### config.mk
export PLATFORM = sky130hd
export DESIGN_NAME = deque_with_filter_and_extremes
export DESIGN_NICKNAME = d
export VERILOG_FILES = /design/src/dqfe_pkg.sv /design/src/deque_with_filter_and_extremes.sv
export SDC_FILE = /design/constraint.sdc
export NUM_CORES = 2
export LEC_CHECK = 0
export BUFFER_PORTS_ARGS = -buffer_cell sky130_fd_sc_hd__buf_2
export CORE_ASPECT_RATIO = 0.8
export CORE_MARGIN = 2
export CORE_UTILIZATION = 45
export CTS_CLUSTER_DIAMETER = 30
export CTS_CLUSTER_SIZE = 30
export DETAILED_ROUTE_END_ITERATION = 10
export GPL_ROUTABILITY_DRIVEN = 0
export GPL_TIMING_DRIVEN = 0
export PLACE_DENSITY = 0.67
export SLEW_MARGIN = 15
export SYNTH_ARGS = -nofsm -noshare
export SYNTH_HDL_FRONTEND = slang
export SYNTH_SLANG_ARGS = --single-unit
### constraint.sdc
create_clock -name i_clk -period 5.74 [get_ports i_clk]
set_clock_uncertainty 0.2 [all_clocks]
set_input_delay 0.287 -clock i_clk [delete_from_list [all_inputs] [get_ports i_clk]]
set_output_delay 0.287 -clock i_clk [all_outputs]
set_load 0.03 [all_outputs]
### src/dqfe_pkg.sv
// Shared types and codes for the double-ended queue with filter and extremes.
// No dependencies; imported by deque_with_filter_and_extremes.
`default_nettype none

package dqfe_pkg;

    typedef enum logic [2:0] {
        ACT_PUSH_FRONT = 3'd0,
        ACT_PUSH_BACK  = 3'd1,
        ACT_DELETE     = 3'd2,
        ACT_READ_FWD   = 3'd3,
        ACT_READ_REV   = 3'd4,
        ACT_EXTREMES   = 3'd5
    } t_action;

    typedef enum logic [1:0] {
        ST_OK        = 2'd0,
        ST_EMPTY     = 2'd1,
        ST_NOT_FOUND = 2'd2,
        ST_FULL      = 2'd3
    } t_status;

    typedef enum logic {
        S_IDLE = 1'b0,
        S_SCAN = 1'b1
    } t_state;

endpackage

`default_nettype wire

### src/deque_with_filter_and_extremes.sv
// Top level: bounded double-ended queue over a ring store in one synchronous RAM.
// Depends on dqfe_pkg (action, status and state codes).
`default_nettype none

// Usage and timing
// ----------------
// A command transfers at a rising edge where start is high and busy is low.
// Each result is on the o_ ports for exactly one cycle, flagged by o_valid;
// there is no way to hold it off, so the receiver must take it as it comes.
// Every command except the unused codes six and seven yields at least one
// result, and the final result of a command carries o_last_of_run.
// Command flow:
//   - Push front/back, and delete/read/extremes on an empty queue: the result
//     appears the cycle after the transfer and busy stays low, so a new command
//     may follow at once.
//   - Delete, read forward, read reverse and extremes on N live entries:
//     busy after the transfer until the walk ends. The entry store is one RAM
//     with one registered read port, and these commands walk it one entry per
//     cycle; that walk sets how long busy stays high. Reads deliver one entry
//     per cycle, the first once the RAM read register and the result register
//     have both been loaded.
// Delete compacts in place: the write pointer (entries kept) never passes
// the read pointer, so read and write-back never touch the same live entry.
// The store has no reset or clearing pass; only live entries are ever read.
module deque_with_filter_and_extremes #(
    parameter int CAPACITY = 32
) (
    input  wire                logic        i_clk,
    input  wire                logic        i_rst_n,
    input  wire                logic        start,
    output                     logic        busy,
    input  wire                logic [2:0]  i_action,
    input  wire                logic signed [31:0] i_score,
    output                     logic        o_valid,
    output                     logic [1:0]  o_status,
    output                     logic signed [31:0] o_item_value,
    output                     logic signed [31:0] o_lowest_value,
    output                     logic        o_last_of_run
);
    import dqfe_pkg::*;

    localparam int AW = $clog2(CAPACITY);       // ring index width
    localparam int CW = $clog2(CAPACITY + 1);   // entry count width
    localparam logic [AW:0]   CAP_S  = (AW + 1)'(CAPACITY);
    localparam logic [CW-1:0] CAP_C  = CW'(CAPACITY);
    localparam logic [AW-1:0] LAST_I = AW'(CAPACITY - 1);

    // ring position of (front + offset)
    function automatic logic [AW-1:0] slot(input logic [AW-1:0] f,
                                           input logic [AW-1:0] off);
        logic [AW:0] s;
        s = {1'b0, f} + {1'b0, off};
        if (s >= CAP_S) begin
            s = s - CAP_S;
        end
        return s[AW-1:0];
    endfunction

    // entry store
    logic        [31:0] r_mem [CAPACITY];
    logic signed [31:0] r_mem_q;
    logic               rd_en, wr_en;
    logic [AW-1:0]      rd_addr, wr_addr;
    logic [31:0]        wr_data;

    // control and walk state
    t_state             r_state, n_state;
    t_action            r_op, n_op;
    logic [AW-1:0]      r_front, n_front;
    logic [CW-1:0]      r_count, n_count;
    logic [CW-1:0]      r_idx, n_idx;       // reads issued
    logic [CW-1:0]      r_pidx, n_pidx;     // read data consumed
    logic [CW-1:0]      r_kept, n_kept;     // delete: entries kept so far
    logic               r_rdv, n_rdv;       // r_mem_q holds fresh data
    logic signed [31:0] r_score, n_score;
    logic signed [31:0] r_hi, n_hi, r_lo, n_lo;

    // result register
    logic               r_valid, n_valid;
    t_status            r_status, n_status;
    logic signed [31:0] r_item, n_item, r_low, n_low;
    logic               r_last, n_last;

    logic               full, empty, last_item;
    logic [CW-1:0]      kept_nx, rev_off;
    logic signed [31:0] hi_nx, lo_nx;

    assign full      = (r_count == CAP_C);
    assign empty     = (r_count == '0);
    assign last_item = ((r_pidx + CW'(1)) == r_count);
    assign rev_off   = r_count - CW'(1) - r_idx;

    always_comb begin
        n_state  = r_state;
        n_op     = r_op;
        n_front  = r_front;
        n_count  = r_count;
        n_idx    = r_idx;
        n_pidx   = r_pidx;
        n_kept   = r_kept;
        n_rdv    = 1'b0;
        n_score  = r_score;
        n_hi     = r_hi;
        n_lo     = r_lo;
        n_valid  = 1'b0;
        n_status = ST_OK;
        n_item   = '0;
        n_low    = '0;
        n_last   = 1'b1;
        rd_en    = 1'b0;
        rd_addr  = '0;
        wr_en    = 1'b0;
        wr_addr  = '0;
        wr_data  = i_score;
        kept_nx  = r_kept;
        hi_nx    = r_hi;
        lo_nx    = r_lo;

        unique case (r_state)
            S_IDLE: begin
                if (start) begin
                    n_op    = t_action'(i_action);
                    n_score = i_score;
                    case (t_action'(i_action)) inside
                        ACT_PUSH_FRONT, ACT_PUSH_BACK: begin
                            n_valid = 1'b1;
                            if (full) begin
                                n_status = ST_FULL;
                            end else begin
                                wr_en   = 1'b1;
                                n_count = r_count + CW'(1);
                                if (t_action'(i_action) == ACT_PUSH_FRONT) begin
                                    n_front = (r_front == '0) ? LAST_I
                                                              : r_front - AW'(1);
                                    wr_addr = n_front;
                                end else begin
                                    wr_addr = slot(r_front, r_count[AW-1:0]);
                                end
                            end
                        end
                        ACT_DELETE, ACT_READ_FWD, ACT_READ_REV, ACT_EXTREMES: begin
                            if (empty) begin
                                n_valid  = 1'b1;
                                n_status = ST_EMPTY;
                            end else begin
                                n_state = S_SCAN;
                                n_idx   = '0;
                                n_pidx  = '0;
                                n_kept  = '0;
                            end
                        end
                        default: ;
                    endcase
                end
            end
            S_SCAN: begin
                // issue side: one RAM read per cycle
                if (r_idx != r_count) begin
                    rd_en   = 1'b1;
                    rd_addr = slot(r_front, (r_op == ACT_READ_REV) ? rev_off[AW-1:0]
                                                                   : r_idx[AW-1:0]);
                    n_idx   = r_idx + CW'(1);
                    n_rdv   = 1'b1;
                end
                // consume side: data of the previous read
                if (r_rdv) begin
                    n_pidx = r_pidx + CW'(1);
                    case (r_op) inside
                        ACT_READ_FWD, ACT_READ_REV: begin
                            n_valid = 1'b1;
                            n_item  = r_mem_q;
                            n_last  = last_item;
                            if (last_item) begin
                                n_state = S_IDLE;
                            end
                        end
                        ACT_DELETE: begin
                            if (r_mem_q != r_score) begin
                                wr_en   = 1'b1;
                                wr_addr = slot(r_front, r_kept[AW-1:0]);
                                wr_data = r_mem_q;
                                kept_nx = r_kept + CW'(1);
                            end
                            n_kept = kept_nx;
                            if (last_item) begin
                                n_valid  = 1'b1;
                                n_status = (kept_nx == r_count) ? ST_NOT_FOUND : ST_OK;
                                n_count  = kept_nx;
                                n_state  = S_IDLE;
                            end
                        end
                        ACT_EXTREMES: begin
                            hi_nx = (r_pidx == '0 || r_mem_q > r_hi) ? r_mem_q : r_hi;
                            lo_nx = (r_pidx == '0 || r_mem_q < r_lo) ? r_mem_q : r_lo;
                            n_hi  = hi_nx;
                            n_lo  = lo_nx;
                            if (last_item) begin
                                n_valid = 1'b1;
                                n_item  = hi_nx;
                                n_low   = lo_nx;
                                n_state = S_IDLE;
                            end
                        end
                        default: n_state = S_IDLE;
                    endcase
                end
            end
            default: n_state = S_IDLE;
        endcase
    end

    // entry store: one write port, one registered read port
    always_ff @(posedge i_clk) begin
        if (wr_en) begin
            r_mem[wr_addr] <= wr_data;
        end
        if (rd_en) begin
            r_mem_q <= r_mem[rd_addr];
        end
    end

    always_ff @(posedge i_clk) begin
        if (!i_rst_n) begin
            r_state <= S_IDLE;
            r_front <= '0;
            r_count <= '0;
            r_rdv   <= 1'b0;
            r_valid <= 1'b0;
            r_op    <= ACT_PUSH_FRONT;
        end else begin
            r_state <= n_state;
            r_front <= n_front;
            r_count <= n_count;
            r_rdv   <= n_rdv;
            r_valid <= n_valid;
            r_op    <= n_op;
        end
    end

    always_ff @(posedge i_clk) begin
        r_idx    <= n_idx;
        r_pidx   <= n_pidx;
        r_kept   <= n_kept;
        r_score  <= n_score;
        r_hi     <= n_hi;
        r_lo     <= n_lo;
        r_status <= n_status;
        r_item   <= n_item;
        r_low    <= n_low;
        r_last   <= n_last;
    end

    assign busy           = (r_state != S_IDLE);
    assign o_valid        = r_valid;
    assign o_status       = r_status;
    assign o_item_value   = r_item;
    assign o_lowest_value = r_low;
    assign o_last_of_run  = r_last;

    // checks
    a_count_bound: assert property (@(posedge i_clk) disable iff (!i_rst_n)
        r_count <= CAP_C)
        else $error("entry count above capacity");

    a_push_grows: assert property (@(posedge i_clk) disable iff (!i_rst_n)
        (start && !busy && !full &&
         (i_action == ACT_PUSH_FRONT || i_action == ACT_PUSH_BACK))
        |=> (r_count == $past(r_count) + CW'(1)))
        else $error("accepted push did not grow the queue");

    a_error_is_last: assert property (@(posedge i_clk) disable iff (!i_rst_n)
        (o_valid && o_status != ST_OK) |-> o_last_of_run)
        else $error("error status on a non-final result");

    a_extremes_order: assert property (@(posedge i_clk) disable iff (!i_rst_n)
        (o_valid && r_op == ACT_EXTREMES && o_status == ST_OK)
        |-> (o_item_value >= o_lowest_value))
        else $error("highest value below lowest value");

    a_walk_bound: assert property (@(posedge i_clk) disable iff (!i_rst_n)
        busy |-> (r_pidx <= r_idx && r_kept <= r_pidx))
        else $error("walk pointers out of order");

endmodule

`default_nettype wire

======== After elaboration in Yosys (flattened, before gate mapping) ========
Memories as Yosys holds them, arrays and structs flattened. A register that Yosys moved wholly into a read port is not among the register bits.
Cells that the tools add are included.
storage, ports and cells
  output and inout port bits .............. 69
  register bits ........................... 198
  memory bits (writable) .................. 1024
  logic and storage cells ................. 181
  memories ................................ 1
operators by class
  magnitude comparators ................... 5
  multiplexer cells ....................... 95
  reduce and logical (&&, ||, !) cells .... 19
  bitwise logic cells ..................... 7
  equality and inequality tests ........... 25
  $add $sub $neg .......................... 13
memory list
  memory  depth  bits a word  rd ports  clocked after Yosys merged registers in  write ports  line                                  RTL
  r_mem   32     32           1         1                                        1            deque_with_filter_and_extremes.sv:60  logic [31:0] r_mem [CAPACITY];
operator list
  cell                                                                      count
  32-bit 2-to-1 mux                                                         11
  6-bit 2-to-1 mux                                                          21
  5-bit 2-to-1 mux                                                          15
  6-bit one-hot mux with 2 select lines                                     4
  32-bit greater-than comparator                                            1
  32-bit < comparator                                                       1
  32-bit inequality test                                                    1
  1-bit 2-to-1 mux                                                          31
  5-bit by 1-bit subtractor with 5-bit output (second input constant)       5
  6-bit by 1-bit adder with 6-bit output (second input constant)            4
  5-bit AND reduction                                                       4
  5-bit by 5-bit adder with 6-bit output                                    3
  6-bit >= comparator (second input constant)                               3
  2-bit 2-to-1 mux                                                          8
  7-bit AND reduction                                                       2
  3-bit by 2-bit equality test with 1-bit output (second input constant)    4
  3-bit equality test (second input constant)                               4
  6-bit equality test                                                       2
  6-bit logical NOT                                                         2
  2-bit by 1-bit inequality test with 1-bit output (second input constant)  6
  2-bit inequality test (second input constant)                             5
  5-bit one-hot mux with 2 select lines                                     1
  1-bit inverter                                                            7
  7-bit OR reduction                                                        1
  13 further kinds                                                          18

======== Depth between registers and ports, before layout ========
  depth in word-level cells ............... 13
  depth in mapped cells ................... 17
  depth with buffers taken out ............ 15

======== Worst setup path after synthesis ========
Ideal clock, no wire load.
  kind .................................... register to register
  start ................................... reg r_count[1]
  end ..................................... mem r_mem[15][0], enable pin
  data arrival time ....................... 4.756 ns
  buffers on the path ..................... 2
  stages on the path, launching flop included .. 12
  clock period less this slack ............ 5.417 ns
  setup slack ............................. 0.323 ns
  cell sequence ........................... dfxtp_1 > clkbuf_1 > inv_1 > ha_1 > nor4b_1 > a2111o_1 > clkbuf_1 > a311oi_1 > inv_1 > o21ai_0 > o211ai_1 > nor3_1
between the ends
  word-level cells in the longest chain between the ends .. 8
  elaborated cells between the ends (all ways) .. 16
  classes of those cells .................. 2 x add/sub; 1 x order compare; 1 x eq/ne; 12 x mux
ends and longest elaborated chain
  item                                                                                       line                                                                        RTL
  start, declared                                                                            deque_with_filter_and_extremes.sv:70                                        logic [CW-1:0] r_count, n_count;
  start signal, assigned                                                                     deque_with_filter_and_extremes.sv:233                                       r_count <= n_count;
  5-bit by 5-bit adder with 6-bit output                                                     deque_with_filter_and_extremes.sv:52                                        s = {1'b0, f} + {1'b0, off};
  5-bit by 1-bit subtractor with 5-bit output / 6-bit >= comparator (equally long branches)  deque_with_filter_and_extremes.sv:54, deque_with_filter_and_extremes.sv:53
  5-bit 2-to-1 mux                                                                           deque_with_filter_and_extremes.sv:53                                        if (s >= CAP_S) begin
  5-bit 2-to-1 mux                                                                           deque_with_filter_and_extremes.sv:132                                       if (t_action'(i_action) == ACT_PUSH_FRONT) begin
  5-bit 2-to-1 mux                                                                           deque_with_filter_and_extremes.sv:127                                       if (full) begin
  5-bit 2-to-1 mux                                                                           deque_with_filter_and_extremes.sv:124                                       case (t_action'(i_action)) inside
  5-bit 2-to-1 mux                                                                           deque_with_filter_and_extremes.sv:121                                       if (start) begin
  5-bit one-hot mux with 2 select lines                                                      deque_with_filter_and_extremes.sv:119                                       unique case (r_state)
  end, declared                                                                              deque_with_filter_and_extremes.sv:60
Parallel ways exist; a longest one is shown, timed or not.

======== Worst setup path after layout ========
  start ................................... reg r_op[2]
  end ..................................... reg r_mem_q[19] (read register of r_mem), data pin
between the ends
  word-level cells in the longest chain between the ends .. 7
  elaborated cells between the ends (all ways) .. 8
  classes of those cells .................. 2 x add/sub; 1 x order compare; 1 x eq/ne; 4 x mux
ends and longest elaborated chain
  item                                                                                       line                                                                        RTL
  start, declared                                                                            deque_with_filter_and_extremes.sv:68                                        t_action r_op, n_op;
  start signal, assigned                                                                     deque_with_filter_and_extremes.sv:236                                       r_op <= n_op;
  3-bit equality test (*)                                                                    deque_with_filter_and_extremes.sv:160                                       rd_addr = slot(r_front, (r_op == ACT_READ_REV) ? rev_off[AW-1:0]
  5-bit 2-to-1 mux (*)                                                                       deque_with_filter_and_extremes.sv:160
  5-bit by 5-bit adder with 6-bit output (*)                                                 deque_with_filter_and_extremes.sv:52
  5-bit by 1-bit subtractor with 5-bit output / 6-bit >= comparator (equally long branches)  deque_with_filter_and_extremes.sv:54, deque_with_filter_and_extremes.sv:53
  5-bit 2-to-1 mux (*)                                                                       deque_with_filter_and_extremes.sv:53
  5-bit 2-to-1 mux (*)                                                                       deque_with_filter_and_extremes.sv:158                                       if (r_idx != r_count) begin
  5-bit 2-to-1 mux (*)                                                                       deque_with_filter_and_extremes.sv:119
  end, declared                                                                              deque_with_filter_and_extremes.sv:61                                        logic signed [31:0] r_mem_q;
Mark *: on every way between the ends. The rest lies on a longest branch, timed or not.
A chain may end at the register's enable or synchronous reset.

==> flow_metrics.py <==
metrics = {
    "clock_network": {
        "clkLatencyLatePin_ns": 0.81,
        "cts_buffers": 172,
        "cts_root_buffer": "clkbuf_16",
        "htree_levels": 4,
        "clockBufferDepth": 3,
        "cts_tree": "built",
        "clkSinkCount": 1254,
        "path_clk_slew_ns": 0.05,
    },
    "grt": {
        "grt-ovfl-total": 0,
        "grt_max_degree": 38,
        "grt_pass1_wl_um": 239000,
        "grt_antenna_before_repair": 7,
        "grt_pass1_vias": 35200,
        "grt_use_total_pct": 27.0,
    },
    "synthesis": {
        "yosys_warnings": 0,
        "synthDistinctLibCells": 66,
        "ys_top_cells_by_area": "edfxtp_1 66%, nand2_1 4.1%, dfxtp_1 3.2%",
        "synth_area_per_cell_um2": 13.2,
        "ys_top_cells_by_count": "1170 x edfxtp_1, 576 x nand2_1, 340 x nor2_1",
        "synth_seq_cells": 1254,
        "synth_area_leader_cell": "edfxtp_1",
        "synth_ff_type": "edfxtp_1",
        "netlist.area_leader.share_pct": 66.2,
        "synth_edf_count": 1170,
        "synth_nets": 4136,
        "async_flop_share_pct": 0,
        "synth.most_common_cell": "edfxtp_1",
        "netlist_area_mm2": 0.0531,
        "seq_area_frac_synth_pct": 69.4,
        "syn_inst": 4008,
    },
    "sta": {
        "min_period_over_period_pct": 99.4,
        "fmax_mhz": 175,
        "tns_ns": 0,
        "setup_viol": 0,
        "worst_slew_pin_slew_ns": 1.24,
        "slew_viol_final": 0,
        "setup_ws_ns": 0.0352,
        "maxSlewHeadroom_pct": 17.0,
        "final-hold-violation-count": 0,
        "rsz0062_at_grt": "no",
        "holdWs_ns": 0.0487,
        "layout_min_cycle_time_ns": 5.70,
    },
    "worst_setup_path": {
        "timing.rr.start": "r_op[2]$_SDFFE_PN0P_",
        "crit_path_top_delay_cell": "or4_1",
        "cp.arrival_ns": 6.00,
        "startpoint_type": "flop",
        "critPathLaunch": "r_op[2]$_SDFFE_PN0P_",
        "critPathTopFamily": "simple AND/OR/NAND/NOR gates",
        "slowest_delay_ns": 0.74,
        "end_kind": "flop",
        "cp.required_ns": 6.03,
        "critPathBufInv": 3,
        "reg2reg_slack_ns": 0.04,
        "path_cells": "nor2b_1 > nand2_1 > mux2_2 > ha_1 > clkinv_1 > nor2_4 > buf_4 > clkbuf_1 > a221oi_1 > a31oi_1 > nor2_1 > or4_1",
        "crit_type": "flop to flop",
        "crit_path_max_fanout": 10,
    },
    "outcome": {
        "status": "finished, final reports clean",
    },
    "die": {
        "initial_core_util_pct": 45.5,
        "die_x_um": 388,
        "dieArea_mm2": 0.121,
        "core_mm2": 0.117,
        "fp.dieH_um": 311,
        "num_rows": 112,
        "io_pins": 107,
    },
    "hold_path": {
        "min_from": "i_score[6]",
        "hold_path_class": "input port to flop",
    },
    "cells_and_area": {
        "multi_input_area_mm2": 0.0152,
        "regArea_mm2": 0.0368,
        "drive_above_1_share_pct": 15.8,
        "final_nets": 4554,
        "final_cells": 6114,
        "area_delta_synth_final_pct": 19.9,
        "fin_area_mm2": 0.0636,
        "fill_cells": 9296,
    },
    "run": {
        "cap_violations": 0,
    },
    "placement": {
        "pre_cts_ws_ns": -0.587,
        "port_buffers": 104,
        "dp_cells": 5742,
        "hpwl_um": 116000,
        "placed_area_mm2": 0.0569,
    },
    "power": {
        "seqPwrFrac_pct": 45.3,
        "combPwrFrac_pct": 4.8,
        "leakagePower_nw": 22.2,
        "p_clk_share_pct": 49.9,
        "p_per_area_mw_per_mm2": 350,
        "switching_share_pct": 23.6,
        "ir_worst_vdd_mv": 0.352,
        "p_switching_mw": 5.26,
        "p_int_mw": 17.0,
    },
    "detailed_routing": {
        "dr.pass1.iters": 6,
        "ant_nets": 0,
        "drcViolationCount": 0,
        "vias": 37100,
        "via_per_inst": 6.08,
        "totalWireLength_um": 165000,
        "dr.first_iter.drc_count": 5550,
        "wl_per_cell_um": 27.1,
    },
}
[state kept, by name, summed over array words and instances, names as in the netlist, 2 cells and up]
name / count
o_item_value: 32
o_lowest_value: 32
o_status: 2
r_count: 6
r_front: 5
r_hi: 32
r_idx: 6
r_kept: 6
r_lo: 32
r_mem: 1024
r_mem_q: 32
r_op: 3
r_pidx: 6
r_score: 32
[cell families (layout without fill, tap and decap cells)]
kind of cell,count (synthesis),after routing,share of synthesized area [%]
AND/OR/NAND/NOR,1364,1364,11.3
AO/OA/AOI/OAI,693,693,9.02
adder cells (fa/ha/maj),92,92,2.22
XOR/XNOR,79,79,1.36
buffers and inverters,358,923,2.72
flip-flops,1254,1254,69.4
other,0,2,0
multiplexers,168,168,3.98
[power by group through the flow]
stage	Sequential [mW]	Clock, mW	Combinational [mW]
after floorplan	10.3	0	0.519
after global placement	10.3	0	0.935
after detailed placement	10.3	0	0.985
after CTS	10.1	11.2	1.02
after global routing	10.1	11.6	1.12
final	10.1	11.1	1.08
[routing by layer]
metal  wire length, um  global-route usage, %
met2             68200                   37.5
met3             23800                   9.72
met4              7750                   11.8
met5                37                      0
met1             65700                   38.0
[through the flow]
stage,power (mW),utilization [%]
floorplan,10.8,-
global placement,11.2,47.5
detailed placement,11.3,48.7
CTS,22.3,54.4
global route,22.8,54.5
finish,22.3,54.5
[layout make-up]
cell class                 instances  share of cell area [%]
clock buffer                     187                    6.99
multi-input combinational       2396                    23.9
sequential                      1254                    57.9
antenna                            2                 0.00787
clock inverter                   134                    2.57
buffer                           265                    1.74
timing repair buffer             245                    3.31
inverter                          92                   0.547
tap                             1539                    3.03
[cell usage in the layout (no fill, tap or decap), types with 31 or more instances in the layout]
cell type / synthesis / routed
a22oi_1: 31 / 31
o211ai_1: 71 / 71
mux2i_1: 104 / 104
nand2_1: 576 / 546
a21oi_1: 138 / 138
dlygate4sd3_1: 0 / 41
mux4_2: 31 / 31
or3_1: 72 / 72
a21o_1: 32 / 32
mux2_2: 33 / 33
edfxtp_1: 1170 / 1170
clkbuf_1: 206 / 206
a211oi_1: 126 / 126
ha_1: 86 / 86
o221ai_1: 33 / 33
xor2_1: 50 / 49
buf_2: 43 / 147
a32oi_1: 32 / 32
nor2_1: 340 / 325
buf_4: 4 / 64
o2111ai_1: 35 / 35
nand4_1: 53 / 53
clkbuf_16: 0 / 174
a221oi_1: 33 / 33
inv_1: 89 / 88
dfxtp_1: 84 / 84
o21ai_0: 93 / 86
nand3_1: 207 / 207
[final timing paths]
kind                           end  cells past startpoint
min reg2reg   r_op[2]$_SDFFE_PN0P_                      2
min           r_score[6]$_DFFE_PP_                      2
max          r_mem_q[19]$_DFFE_PP_                     12
max reg2reg  r_mem_q[19]$_DFFE_PP_                     12
[repair_timing]
action | in CTS | in global routing
endpoints found under the hold margin | 223 | 0
hold buffers | 41 | 0
pin swaps | 1 | 2
setup endpoints to repair | 48 | 39
resized for setup | 23 | 16
setup buffers | 4 | 4
Power figures use the tool's default switching activity.
